`config.mk`:
```
export PLATFORM = sky130hd
export DESIGN_NAME = base64_stream_decoder_top
export DESIGN_NICKNAME = d
export VERILOG_FILES = /design/src/rtl/core/b64d_pkg.sv /design/src/rtl/core/b64d_step.sv /design/src/rtl/core/base64_stream_decoder_top.sv
export SDC_FILE = /design/constraint.sdc
export NUM_CORES = 1
export LEC_CHECK = 0
export BUFFER_PORTS_ARGS = -buffer_cell sky130_fd_sc_hd__buf_4
export CORE_UTILIZATION = 47
export DETAILED_ROUTE_END_ITERATION = 16
export GPL_ROUTABILITY_DRIVEN = 0
export PLACE_DENSITY = 0.68
export SLEW_MARGIN = 10
export SYNTH_ARGS = -nofsm -noshare
export SYNTH_HDL_FRONTEND = slang
export SYNTH_HIERARCHICAL = 1
export SYNTH_SLANG_ARGS = --single-unit
```
`constraint.sdc`:
```
create_clock -name clock -period 10.3 [get_ports clock]
set_input_delay 1.03 -clock clock [delete_from_list [all_inputs] [get_ports clock]]
set_output_delay 1.03 -clock clock [all_outputs]
set_load 0.05 [all_outputs]
```
`src/rtl/core/b64d_pkg.sv`:
```
// Package with the word types, result kinds and character lookup of the base64 decoder.
package b64d_pkg;

   // Result kinds carried in out_kind.
   localparam logic [1:0] KIND_DATA   = 2'd0;
   localparam logic [1:0] KIND_OK     = 2'd1;
   localparam logic [1:0] KIND_BADPAD = 2'd2;
   localparam logic [1:0] KIND_EMPTY  = 2'd3;

   // Pad character and the most results one input word can cause.
   localparam logic [7:0] PAD_CHAR    = 8'h3D;
   localparam int         MAX_RESULTS = 4;

   // Input word.
   typedef struct packed {
      logic [7:0] in_char;
      logic       in_last;
   } req_type;

   // Result word.
   typedef struct packed {
      logic [7:0] out_byte;
      logic [1:0] out_kind;
      logic       out_last;
   } rsp_type;

   // Decoder state carried from one input word to the next.
   typedef struct packed {
      logic [17:0] sextet_group;
      logic [1:0]  group_fill;
      logic [2:0]  pad_count;
      logic        stopped;
      logic        seen_valid;
   } state_type;

   // All results caused by one input word, oldest in slot zero.
   typedef struct packed {
      rsp_type [MAX_RESULTS-1:0] words;
      logic [2:0]                count;
   } bundle_type;

   // Character classification.
   typedef struct packed {
      logic       valid;
      logic       pad;
      logic [5:0] val;
   } sextet_type;

   // Maps one character to its sextet; the pad counts as a zero sextet.
   function automatic sextet_type char_sextet(input logic [7:0] c);
      sextet_type s;
      s = '0;
      if (c >= 8'h41 && c <= 8'h5A) begin
         s.valid = 1'b1;
         s.val   = 6'(c - 8'h41);
      end else if (c >= 8'h61 && c <= 8'h7A) begin
         s.valid = 1'b1;
         s.val   = 6'(c - 8'h61 + 8'd26);
      end else if (c >= 8'h30 && c <= 8'h39) begin
         s.valid = 1'b1;
         s.val   = 6'(c - 8'h30 + 8'd52);
      end else if (c == 8'h2B) begin
         s.valid = 1'b1;
         s.val   = 6'd62;
      end else if (c == 8'h2F) begin
         s.valid = 1'b1;
         s.val   = 6'd63;
      end else if (c == PAD_CHAR) begin
         s.valid = 1'b1;
         s.pad   = 1'b1;
      end
      return s;
   endfunction

endpackage

```
`src/rtl/core/b64d_step.sv`:
```
// Combinational step of the base64 decoder: next state and the results of one word.
module b64d_step
   import b64d_pkg::*;
(
   input  req_type    item,
   input  state_type  cur,
   output state_type  nxt,
   output bundle_type bundle
);

   always_comb begin
      sextet_type sx;
      state_type  s1;
      logic       take;
      logic       done;
      logic [23:0] word;
      logic [2:0] em_pads;
      logic [1:0] n_bytes;
      rsp_type    status;

      sx      = char_sextet(item.in_char);
      take    = sx.valid && !cur.stopped;
      s1      = cur;
      s1.seen_valid = cur.seen_valid | sx.valid;
      done    = 1'b0;
      word    = '0;
      em_pads = '0;

      // Push the sextet of this character into the group.
      if (take) begin
         if (sx.pad && cur.pad_count != 3'd7) begin
            s1.pad_count = cur.pad_count + 3'd1;
         end
         if (cur.group_fill != 2'd3) begin
            s1.sextet_group = {cur.sextet_group[11:0], sx.val};
            s1.group_fill   = cur.group_fill + 2'd1;
         end else begin
            done            = 1'b1;
            word            = {cur.sextet_group, sx.val};
            em_pads         = s1.pad_count;
            s1.sextet_group = '0;
            s1.group_fill   = '0;
            s1.stopped      = (s1.pad_count != 3'd0);
         end
      end

      // On the final word, a partial group is completed with pads.
      if (item.in_last && !s1.stopped && s1.group_fill != 2'd0) begin
         done = 1'b1;
         case (s1.group_fill)
            2'd1: begin
               word = {s1.sextet_group[5:0], 18'd0};
            end
            2'd2: begin
               word = {s1.sextet_group[11:0], 12'd0};
            end
            default: begin
               word = {s1.sextet_group, 6'd0};
            end
         endcase
         em_pads         = s1.pad_count + (3'd4 - {1'b0, s1.group_fill});
         s1.pad_count    = em_pads;
         s1.sextet_group = '0;
         s1.group_fill   = '0;
         s1.stopped      = 1'b1;
      end

      // A completed group keeps three bytes less one per pad.
      if (done && em_pads <= 3'd2) begin
         n_bytes = 2'(3'd3 - em_pads);
      end else begin
         n_bytes = 2'd0;
      end

      // Closing status word.
      status.out_byte = 8'd0;
      status.out_last = 1'b1;
      if (!s1.seen_valid) begin
         status.out_kind = KIND_EMPTY;
      end else if (s1.pad_count >= 3'd3) begin
         status.out_kind = KIND_BADPAD;
      end else begin
         status.out_kind = KIND_OK;
      end

      // Data bytes first, then the status on the final word.
      bundle.words[0] = '{out_byte: word[23:16], out_kind: KIND_DATA, out_last: 1'b0};
      bundle.words[1] = '{out_byte: word[15:8],  out_kind: KIND_DATA, out_last: 1'b0};
      bundle.words[2] = '{out_byte: word[7:0],   out_kind: KIND_DATA, out_last: 1'b0};
      bundle.words[3] = status;
      if (item.in_last) begin
         bundle.words[n_bytes] = status;
      end
      bundle.count = {1'b0, n_bytes} + {2'b00, item.in_last};

      // A finished stream returns the state to reset.
      if (item.in_last) begin
         nxt = '0;
      end else begin
         nxt = s1;
      end
   end

endmodule

```
`src/rtl/core/base64_stream_decoder_top.sv`:
```
// Top level of the streaming base64 decoder: input register, step logic and result queue.
//
//   channel  direction  handshake             payload
//   req      in         req_valid/req_ready   req_data (in_char, in_last)
//   rsp      out        rsp_valid/rsp_ready   rsp_data (out_byte, out_kind, out_last)
//
// An input word is registered, then decoded into up to four results
// (three bytes and a status) that load a four-slot result queue.
// Words with at most one result flow at one per cycle while rsp_ready is high; a word
// with n results drains one result per ready cycle, the next word loading with the last.
// Reset clears the decoder state, the input valid flag and the result count.
// A stall on rsp holds the queue and, once the input register is full, req_ready.
module base64_stream_decoder_top
   import b64d_pkg::*;
(
   input  logic    clock,
   input  logic    reset,
   input  logic    req_valid,
   output logic    req_ready,
   input  req_type req_data,
   output logic    rsp_valid,
   input  logic    rsp_ready,
   output rsp_type rsp_data
);

   req_type                  req_ff;
   logic                     req_valid_ff;
   logic                     req_valid_in;
   state_type                state_ff;
   state_type                state_in;
   state_type                step_state;
   bundle_type               step_bundle;
   rsp_type [MAX_RESULTS-1:0] words_ff;
   rsp_type [MAX_RESULTS-1:0] words_in;
   logic [2:0]               count_ff;
   logic [2:0]               count_in;
   logic                     drain_ok;
   logic                     advance;

   b64d_step u_step (
      .item   (req_ff),
      .cur    (state_ff),
      .nxt    (step_state),
      .bundle (step_bundle)
   );

   // The registered word advances once the queue is empty or empties this cycle.
   assign rsp_valid = (count_ff != 3'd0);
   assign rsp_data  = words_ff[0];
   assign drain_ok  = (count_ff == 3'd0) || (count_ff == 3'd1 && rsp_ready);
   assign advance   = req_valid_ff && drain_ok;
   assign req_ready = !req_valid_ff || advance;

   // Input register and decoder state update.
   always_comb begin
      req_valid_in = req_valid_ff;
      state_in     = state_ff;
      if (advance) begin
         state_in     = step_state;
         req_valid_in = 1'b0;
      end
      if (req_valid && req_ready) begin
         req_valid_in = 1'b1;
      end
   end

   // Result queue: loaded by an advancing word, shifted by each accepted result.
   always_comb begin
      words_in = words_ff;
      count_in = count_ff;
      if (advance) begin
         words_in = step_bundle.words;
         count_in = step_bundle.count;
      end else if (rsp_valid && rsp_ready) begin
         words_in = {words_ff[MAX_RESULTS-1], words_ff[MAX_RESULTS-1:1]};
         count_in = count_ff - 3'd1;
      end
   end

   always_ff @(posedge clock) begin
      if (reset) begin
         req_valid_ff <= 1'b0;
         state_ff     <= '0;
         count_ff     <= '0;
      end else begin
         req_valid_ff <= req_valid_in;
         state_ff     <= state_in;
         count_ff     <= count_in;
      end
   end

   // Payload registers.
   always_ff @(posedge clock) begin
      if (req_valid && req_ready) begin
         req_ff <= req_data;
      end
      words_ff <= words_in;
   end

endmodule

```
==> flow_summary.yaml, run 1 <==
outcome:
  outcome: "finished, final reports clean"
worst_setup_path:
  start_kind: "register"
  regToRegSetupSlack_ns: 4.15
  worstRegToRegCells: 16
  cp.arrival_ns: 6.36
  required_time_worst_endpoint_ns: 10.51
  cp-end-kind: "register"
  path_class: "reg -> reg"
  worst_r2r_src: "req_ff[3]"
  crit-reg2reg-capture: "rsp_data[9]"
  cp_max_fo: 22
yosys:
  synth_top_cell_by_area: "edfxtp_1"
  post-synth-top-count-cell: "edfxtp_1"
  ys_seq_area_share_pct: 37.5
  ys_flop_type: "edfxtp_1"
  yosys_warnings: 6
  synth_edf_count: 53
  synthCells: 614
  synth_top_area_share_pct: 27.5
  netlist_top_cells_count: "53 x edfxtp_1, 45 x nor2_1, 43 x a21oi_1"
  number_of_synthesized_register_bits: 82
  synth_cell_types: 83
  syn_area_sq_um: 5790
  proportion_of_synthesized_flip_flops_having_asynchronous_set_or_reset_pct: 0
  syn_area_per_cell_sq_um: 9.43
  synthTopCellsByArea: "edfxtp_1 27%, dfxtp_1 10%, mux2_2 7.4%"
drt:
  drc: 0
  drtIter0Drc: 550
  detail_route.first_pass.iterations: 9
  routed-via-count: 4724
  avgRoutedWirePerCell_microns: 18.2
  routed_wirelength_microns: 13700
  postRouteAntennaNets: 0
  routed_via_density: 6.27
power_and_ir_drop:
  vdd_drop_max_v: 0.000183
  seq_power_share_pct: 36.7
  pwr-share-comb_pct: 38.9
  p_sw_share_pct: 38.0
  intPower_w: 0.000845
  power-per-cell-area_nw_per_um2: 220
  switchingPower_w: 0.000519
  share_clk_of_total_power_pct: 24.4
  cell_leakage_power_nw: 2.30
floorplan:
  core.rowCount: 40
  die_area_sq_um: 12800
  die_y_microns: 113
  design.core.area_sq_um: 12000
  ioPinCount: 26
  initial_utilization_pct: 48.2
  die_width_microns: 113
sta:
  finalMaxSlewViolations: 0
  fin_crit_sh_pct: 59.7
  unrepaired_setup_endpoints_after_global_routing: "no"
  setup_viol: 0
  timing.fmax_mhz: 163
  worstMarginPinSlew_ns: 0.948
  finalHoldViolCount: 0
  final.setup.tns_ns: 0
  slew_headroom_pct: 36.8
  final_period_minus_worst_setup_slack_ns: 6.15
  fin_skew_ns: 0.00406
  final_hold_slack_ns: 0.487
global_routing:
  grt-ovfl-total: 0
  grt_pass1_wl_microns: 22700
  total_global_route_track_usage_pct: 22.3
  gr-usage-met3_pct: 3.05
  groute.layer.met2.usage_pct: 35.4
  grt-busiest-layer: "met2"
  grt_use_met1_pct: 30.6
  grt_antenna_before_repair: 0
  first_global_vias: 4399
  grt_max_degree: 39
clock_tree:
  cts_repair_resize_count: 0
  numCtsBuffers: 9
  clock_path_buffers: 2
  root_buffer: "clkbuf_16"
  cts_tree: "yes"
  clkSlewWorstSetupHoldPaths_ns: 0.06
  cts.repair_timing.setup_buffer_count: 0
  numClockSinks: 82
  cts_hold_buffers: 0
  clk-insertion-delay-late_ns: 0.34
  htreeDepth: 3
hold_path:
  min_delay_worst_endpoint: "state_ff[0]"
  hold_path.startpoint: "state_ff[0]"
  hold_path_depth: 2
  hp-class: "reg -> reg"
layout:
  area_growth_pct: 7.06
  layout-drive-gt1-share_pct: 18.6
  fin_nets: 638
  seq_area_sq_um: 2170
  fill_cells: 1088
  antennaDiodeCount: 0
  total_area_of_multi_input_combinational_cells_sq_um: 3200
run:
  max_cap_violations: 0
placed_design:
  place_hpwl_microns: 9440
  buffer_ports.inserted: 25
==> through the flow <==
stage | area (sq um) | utilization, % | total power (W) | setup WS (ns) | cells
after floorplan | 5820 | - | 0.000929 | 5.60 | 621
after global placement | 5880 | 49.0 | 0.00102 | 4.22 | 738
after detailed placement | 5880 | 49.0 | 0.00103 | 4.02 | 738
after CTS | 6200 | 51.6 | 0.00137 | 4.00 | 754
after global routing | 6200 | 51.6 | 0.00143 | 3.75 | 754
final | 6200 | 51.6 | 0.00136 | 4.15 | 754
==> power by group through the flow <==
stage	registers (W)	clock network (W)	logic, W
after floorplan	0.000496	0	0.000433
after global placement	0.000504	0	0.000515
after detailed placement	0.000507	0	0.000525
after CTS	0.000501	0.000340	0.000527
after global routing	0.000508	0.000350	0.000567
final	0.000500	0.000333	0.000530
==> sequential cells by signal (all words and copies together), names as in the netlist <==
name,flops
words_ff,33
state_ff,25
rsp_data,11
req_ff,9
count_ff,3
req_valid_ff,1
==> cells by family after synthesis <==
kind of cell / share of synthesized area [%]
AND/OR/NAND/NOR: 19.0
other: 0.130
flip-flops: 37.5
AO/OA/AOI/OAI: 20.9
multiplexers: 9.14
XOR/XNOR: 0.605
buffers and inverters: 7.69
adder cells (fa/ha/maj): 4.97
==> worst max-delay path, cell delays in order, from the launching register on <==
cell and delay (ns):
edfxtp_1 0.49, inv_1 0.18, ha_1 0.34, a21oi_1 0.30, a2111oi_2 0.08, nor3_1 0.73, o21ai_2 0.40, a21oi_1 0.43
ha_1 0.26, nor3b_2 0.10, and4_1 0.23, a311oi_2 0.44, o211a_1 0.70, a2bb2oi_2 0.21, o21a_1 0.41, a311oi_1 0.46
mux2_2 0.24
==> placed cells by master, fill, tap and decap left out, types with 4 or more instances in the layout <==
cell / Yosys / layout
and3_1: 13 / 13
nor2b_1: 25 / 25
conb_1: 2 / 9
inv_1: 24 / 24
mux2i_1: 9 / 9
nor3_1: 7 / 7
nand2b_1: 9 / 9
a32oi_1: 6 / 6
dfxtp_1: 29 / 29
nand2_1: 28 / 28
and4bb_2: 4 / 4
ha_1: 23 / 23
a221oi_1: 6 / 6
nor2_1: 45 / 45
a21boi_0: 5 / 5
a31oi_1: 8 / 8
edfxtp_1: 53 / 53
mux2_2: 38 / 38
buf_4: 23 / 31
nand3_1: 33 / 33
and2_1: 4 / 4
o2111ai_1: 4 / 4
clkbuf_16: 0 / 9
a22oi_1: 12 / 12
a2bb2oi_1: 5 / 5
a21oi_1: 43 / 43
o21ai_0: 37 / 37
==> per-layer routing <==
layer	vias to the layer above	part of all wire, %
met2	215	46
met4	0	2.7
li1	2238	-
met1	2240	45
met5	-	0
met3	31	6.3
==> area by class of cell <==
class | instances | share of cell area (%)
clock buffers | 11 | 4.08
clock inverters | 5 | 0.989
inverters | 25 | 1.51
multi-input cells | 453 | 51.7
flip-flops and latches | 82 | 35.0
well taps | 147 | 2.97
repair buffers | 31 | 3.75
==> how the worst max path moves through the flow <==
stage               from           end  slack, ns
2_1_floorplan  req_ff[3]  words_ff[13]       5.60
3_3_place_gp   req_ff[3]   rsp_data[5]       4.22
3_5_place_dp   req_ff[3]   rsp_data[5]       4.02
4_1_cts        req_ff[3]   rsp_data[5]       4.00
5_1_grt        req_ff[3]   rsp_data[9]       3.75
6_report       req_ff[3]   rsp_data[9]       4.15
Power figures use the tool's default switching activity.
==> inputs of run 2 (changes only) <==
PLACE_DENSITY = 0.7   (was 0.68)
clock period = 5.07 ns   (was 10.3 ns; I/O delays follow)
==> flow_summary.yaml, run 2 (synthesized netlist as in run 1, its figures left out) <==
clock_tree:
  root_buffer: "clkbuf_16"
  clkSlewWorstSetupHoldPaths_ns: 0.06
  htreeDepth: 3
  clk-insertion-delay-late_ns: 0.35
  cts.repair_timing.setup_buffer_count: 0
  cts_repair_resize_count: 0
  numClockSinks: 82
  cts_tree: "yes"
  cts_hold_buffers: 0
  clock_path_buffers: 2
  numCtsBuffers: 9
worst_setup_path:
  required_time_worst_endpoint_ns: 5.29
  cp_max_fo: 21
  cp-end-kind: "register"
  path_class: "reg -> reg"
  regToRegSetupSlack_ns: 0.32
  cp.arrival_ns: 4.97
  worst_r2r_src: "req_ff[3]"
  crit-reg2reg-capture: "rsp_data[10]"
  start_kind: "register"
  worstRegToRegCells: 18
run:
  max_cap_violations: 0
hold_path:
  hp-class: "in -> reg"
  min_delay_worst_endpoint: "req_ff[0]"
  hold_path_depth: 1
  hold_path.startpoint: "req_data[0]"
global_routing:
  grt_max_degree: 39
  total_global_route_track_usage_pct: 23.4
  grt_pass1_wl_microns: 23400
  grt_antenna_before_repair: 0
  grt-ovfl-total: 0
  first_global_vias: 4626
floorplan:
  die_y_microns: 113
  initial_utilization_pct: 48.2
  core.rowCount: 40
  design.core.area_sq_um: 12000
  die_width_microns: 113
  die_area_sq_um: 12800
  ioPinCount: 26
power_and_ir_drop:
  power-per-cell-area_nw_per_um2: 448
  cell_leakage_power_nw: 2.36
  vdd_drop_max_v: 0.000766
layout:
  mostFrequentLayoutCells: "53 x edfxtp_1, 45 x nor2_1, 43 x buf_4"
  total_area_of_multi_input_combinational_cells_sq_um: 3220
  largest_register: "words_ff"
  layoutNonFillerInstCount: 766
  area_growth_pct: 8.92
  layout.cell_area.non_filler_sq_um: 6310
  fin_nets: 650
  largest_register_ffs: 33
  layout.cells.most_common: "edfxtp_1"
  seq_area_sq_um: 2170
  antennaDiodeCount: 0
  layout-drive-gt1-share_pct: 20.5
  fill_cells: 1094
sta:
  fin_skew_ns: 0.00877
  fin_crit_sh_pct: 93.7
  setup_viol: 0
  final_period_minus_worst_setup_slack_ns: 4.75
  final.setup.tns_ns: 0
  layout_setup_ws_ns: 0.320
  unrepaired_setup_endpoints_after_global_routing: "no"
  slew_headroom_pct: 30.8
  worstMarginPinSlew_ns: 1.04
  finalMaxSlewViolations: 0
  finalHoldViolCount: 0
  timing.fmax_mhz: 211
drt:
  postRouteAntennaNets: 0
  routed-via-count: 4828
  routed_wirelength_microns: 14700
  avgRoutedWirePerCell_microns: 19.2
  routed_via_density: 6.30
  detail_route.first_pass.iterations: 11
  drc: 0
  drtIter0Drc: 539
placed_design:
  place_hpwl_microns: 9730
  buffer_ports.inserted: 25
  numPlacedInstances: 750
  detailed_place.area_sq_um: 5970
  post-place-ws_ns: 0.0500
outcome:
  outcome: "finished, final reports clean"
-- run 2: how the worst max path moves through the flow --
| stage | slack [ns] | endpoint | start | cells after the start |
|---|---|---|---|---|
| global route | 0.03 | rsp_data[10] | req_ff[3] | 18 |
| detailed placement | 0.05 | rsp_data[5] | req_ff[3] | 16 |
| global placement | 0.22 | rsp_data[8] | req_ff[3] | 16 |
| floorplan | 0.37 | words_ff[13] | req_ff[3] | 19 |
| CTS | 0.03 | rsp_data[5] | req_ff[3] | 16 |
| finish | 0.32 | rsp_data[10] | req_ff[3] | 18 |
-- run 2: report_power, final --
| group | switching, W | total (W) | internal [W] | leakage (nW) |
|---|---|---|---|---|
| Combinational | 0.000750 | 0.00112 | 0.000367 | 1.46 |
| Clock | 0.000279 | 0.000690 | 0.000411 | 0.156 |
| Sequential | 0.0000665 | 0.00102 | 0.000953 | 0.746 |
| Total | 0.00110 | 0.00283 | 0.00173 | 2.36 |
-- run 2: critical path: stages (launching register included) --
cell,delay [ns]
edfxtp_1,0.48
inv_1,0.18
ha_1,0.34
and3b_1,0.23
a2111oi_2,0.40
nor3_2,0.16
o21ai_1,0.22
nor2_1,0.08
a21oi_2,0.20
ha_1,0.22
nor3b_2,0.06
and4_1,0.23
a311oi_4,0.36
o211a_1,0.25
buf_4,0.26
nand2_1,0.12
a32o_1,0.22
a311oi_1,0.36
mux2_2,0.23
-- run 2: per-layer routing --
metal	routed length (microns)	track usage, %	up-vias	part of all wire (%)
met3	1080	5.46	38	7.3
met1	6320	30.0	2290	43
li1	-	-	2270	-
met5	0	0	-	0
met4	489	11.0	0	3.3
met2	6830	37.5	230	46
-- run 2: layout make-up --
cell class / count / share of cell area [%]
Inverter: 25 / 1.49
Sequential cell: 82 / 34.4
Tap cell: 147 / 2.92
Multi-Input combinational cell: 453 / 51.1
Clock buffer: 11 / 4.01
Timing Repair Buffer: 43 / 5.12
Clock inverter: 5 / 0.972
-- run 2: stage by stage --
step	hold slack, ns	utilization, %	total power [W]
floorplan	0.454	-	0.00189
global route	0.329	52.5	0.00295
global placement	0.463	49.7	0.00210
finish	0.339	52.5	0.00283
detailed placement	0.470	49.7	0.00213
CTS	0.330	52.3	0.00282
==> inputs of run 3 (changes only) <==
--- a/config.mk
+++ b/config.mk
@@ -9,4 +9,6 @@
 export CORE_UTILIZATION = 47
+export CTS_CLUSTER_DIAMETER = 120
 export DETAILED_ROUTE_END_ITERATION = 16
 export GPL_ROUTABILITY_DRIVEN = 0
+export GPL_TIMING_DRIVEN = 0
 export PLACE_DENSITY = 0.7
--- a/constraint.sdc
+++ b/constraint.sdc
@@ -3,2 +3,2 @@
 set_output_delay 0.507 -clock clock [all_outputs]
-set_load 0.05 [all_outputs]
+set_load 0.1 [all_outputs]
==> flow_summary.yaml, run 3 (synthesized netlist as in run 1, its figures left out) <==
clock_tree:
  htreeDepth: 3
  clkSlewWorstSetupHoldPaths_ns: 0.06
  root_buffer: "clkbuf_16"
  cts_tree: "yes"
  clk-insertion-delay-late_ns: 0.35
  cts_hold_buffers: 0
  clock_path_buffers: 2
  numCtsBuffers: 9
  numClockSinks: 82
worst_setup_path:
  start_kind: "register"
  path_class: "reg -> reg"
  cp-end-kind: "register"
  regToRegSetupSlack_ns: 0.13
  required_time_worst_endpoint_ns: 5.17
  cp.arrival_ns: 5.05
  cp-startpoint: "req_ff[2]"
  worstRegToRegCells: 20
  crit-reg2reg-capture: "rsp_data[9]"
  cp_max_fo: 10
  worst_r2r_src: "req_ff[2]"
  worst_setup_path_endpoint: "rsp_data[9]"
floorplan:
  die_width_microns: 113
  design.core.area_sq_um: 12000
  ioPinCount: 26
  core.rowCount: 40
  die_y_microns: 113
  initial_utilization_pct: 48.2
  die_area_sq_um: 12800
drt:
  avgRoutedWirePerCell_microns: 19.6
  drtIter0Drc: 569
  routed-via-count: 5184
  routed_wirelength_microns: 16000
  routed_via_density: 6.33
  postRouteAntennaNets: 0
  drc: 0
  detail_route.first_pass.iterations: 5
sta:
  timing.fmax_mhz: 202
  final.setup.tns_ns: 0
  setup_viol: 0
  finalMaxSlewViolations: 0
  slew_headroom_pct: 23.1
  final_period_minus_worst_setup_slack_ns: 4.94
  final_hold_slack_ns: 0.334
  worstMarginPinSlew_ns: 1.15
  fin_skew_ns: 0.00703
  finalHoldViolCount: 0
  fin_crit_sh_pct: 97.5
power_and_ir_drop:
  power-per-cell-area_nw_per_um2: 465
  cell_leakage_power_nw: 2.53
  total_power_w: 0.00310
  pwr-share-comb_pct: 46.7
  share_clk_of_total_power_pct: 20.5
  seq_power_share_pct: 32.8
  intPower_w: 0.00176
  vdd_drop_max_v: 0.000639
  switchingPower_w: 0.00135
  p_sw_share_pct: 43.4
global_routing:
  grt-ovfl-total: 0
  total_global_route_track_usage_pct: 25.4
  grt_max_degree: 34
  grt_antenna_before_repair: 0
  grt_pass1_wl_microns: 25000
  first_global_vias: 4857
layout:
  largest_register: "words_ff"
  fin_util_pct: 55.5
  layout-drive-gt1-share_pct: 25.9
  area_growth_pct: 15.1
  antennaDiodeCount: 0
  layout.cells.most_common: "buf_4"
  mostFrequentLayoutCells: "59 x buf_4, 53 x edfxtp_1, 45 x nor2_1"
  largest_register_ffs: 33
  fill_cells: 1037
  fin_nets: 703
placed_design:
  buffer_ports.inserted: 25
  place_hpwl_microns: 11100
hold_path:
  hp-class: "in -> reg"
run:
  max_cap_violations: 0
outcome:
  outcome: "finished, final reports clean"
[run 3: power by group through the flow]
stage / clock network, W / registers, W / logic [W]
6_report: 0.000635 / 0.00102 / 0.00145
5_1_grt: 0.000672 / 0.00103 / 0.00152
4_1_cts: 0.000646 / 0.00102 / 0.00141
3_5_place_dp: 0 / 0.00103 / 0.00139
3_3_place_gp: 0 / 0.00102 / 0.00136
2_1_floorplan: 0 / 0.00101 / 0.00107
[run 3: worst min path at each step]
| stage | slack (ns) | cells after the start | from | endpoint |
|---|---|---|---|---|
| 2_1_floorplan | 0.45 | 2 | state_ff[0] | state_ff[0] |
| 3_3_place_gp | 0.46 | 2 | state_ff[0] | state_ff[0] |
| 3_5_place_dp | 0.49 | 2 | state_ff[6] | state_ff[6] |
| 4_1_cts | 0.32 | 1 | req_data[0] | req_ff[0] |
| 5_1_grt | 0.32 | 1 | req_data[0] | req_ff[0] |
| 6_report | 0.33 | 1 | req_data[0] | req_ff[0] |
[run 3: what timing repair did]
| action | CTS | global route |
|---|---|---|
| cloned | 0 | 0 |
| setup buffers | 3 | 7 |
| pin swaps | 3 | 2 |
| gates resized for setup | 15 | 6 |
| endpoints found under the setup margin | 38 | 36 |
[run 3: cell type report]
class / instances / area [sq um] / area share, %
Buffer: 61 / 357 / 5.35
Clock buffer: 11 / 253 / 3.79
Clock inverter: 5 / 37.5 / 0.563
Inverter: 25 / 93.8 / 1.41
Multi-Input combinational cell: 453 / 3310 / 49.6
Sequential cell: 82 / 2170 / 32.6
Tap cell: 147 / 184 / 2.76
Timing Repair Buffer: 35 / 263 / 3.94
[run 3: per-stage QoR]
step | worst slack, ns | area, sq um | cells
floorplan | 0.366 | 5820 | 621
global placement | -0.653 | 6190 | 793
detailed placement | -0.854 | 6190 | 793
CTS | 0.0514 | 6590 | 812
global route | -0.0133 | 6670 | 819
finish | 0.128 | 6670 | 819
[run 3: metal layers]
layer	global-route usage, %	part of all wire (%)	vias up	wire, microns
li1	-	-	2377	-
met1	33.4	41	2454	6650
met2	40.4	46	304	7450
met3	4.61	8.8	49	1410
met4	12.5	3.3	0	527
met5	0	0	-	0
[run 3: critical path, cell delays in order, from the launching register on]
cell and delay [ns]:
edfxtp_1 0.37, buf_2 0.21, inv_1 0.11, ha_1 0.26, nor2b_1 0.15, o211a_1 0.20
buf_2 0.18, or3_1 0.37, buf_6 0.16, a21oi_4 0.18, mux2i_4 0.34, ha_2 0.26
nor3b_4 0.06, and4_1 0.23, a311oi_4 0.33, o2111ai_1 0.20, a22oi_1 0.27, o21a_1 0.19
buf_4 0.23, a311oi_2 0.09, mux2_2 0.30
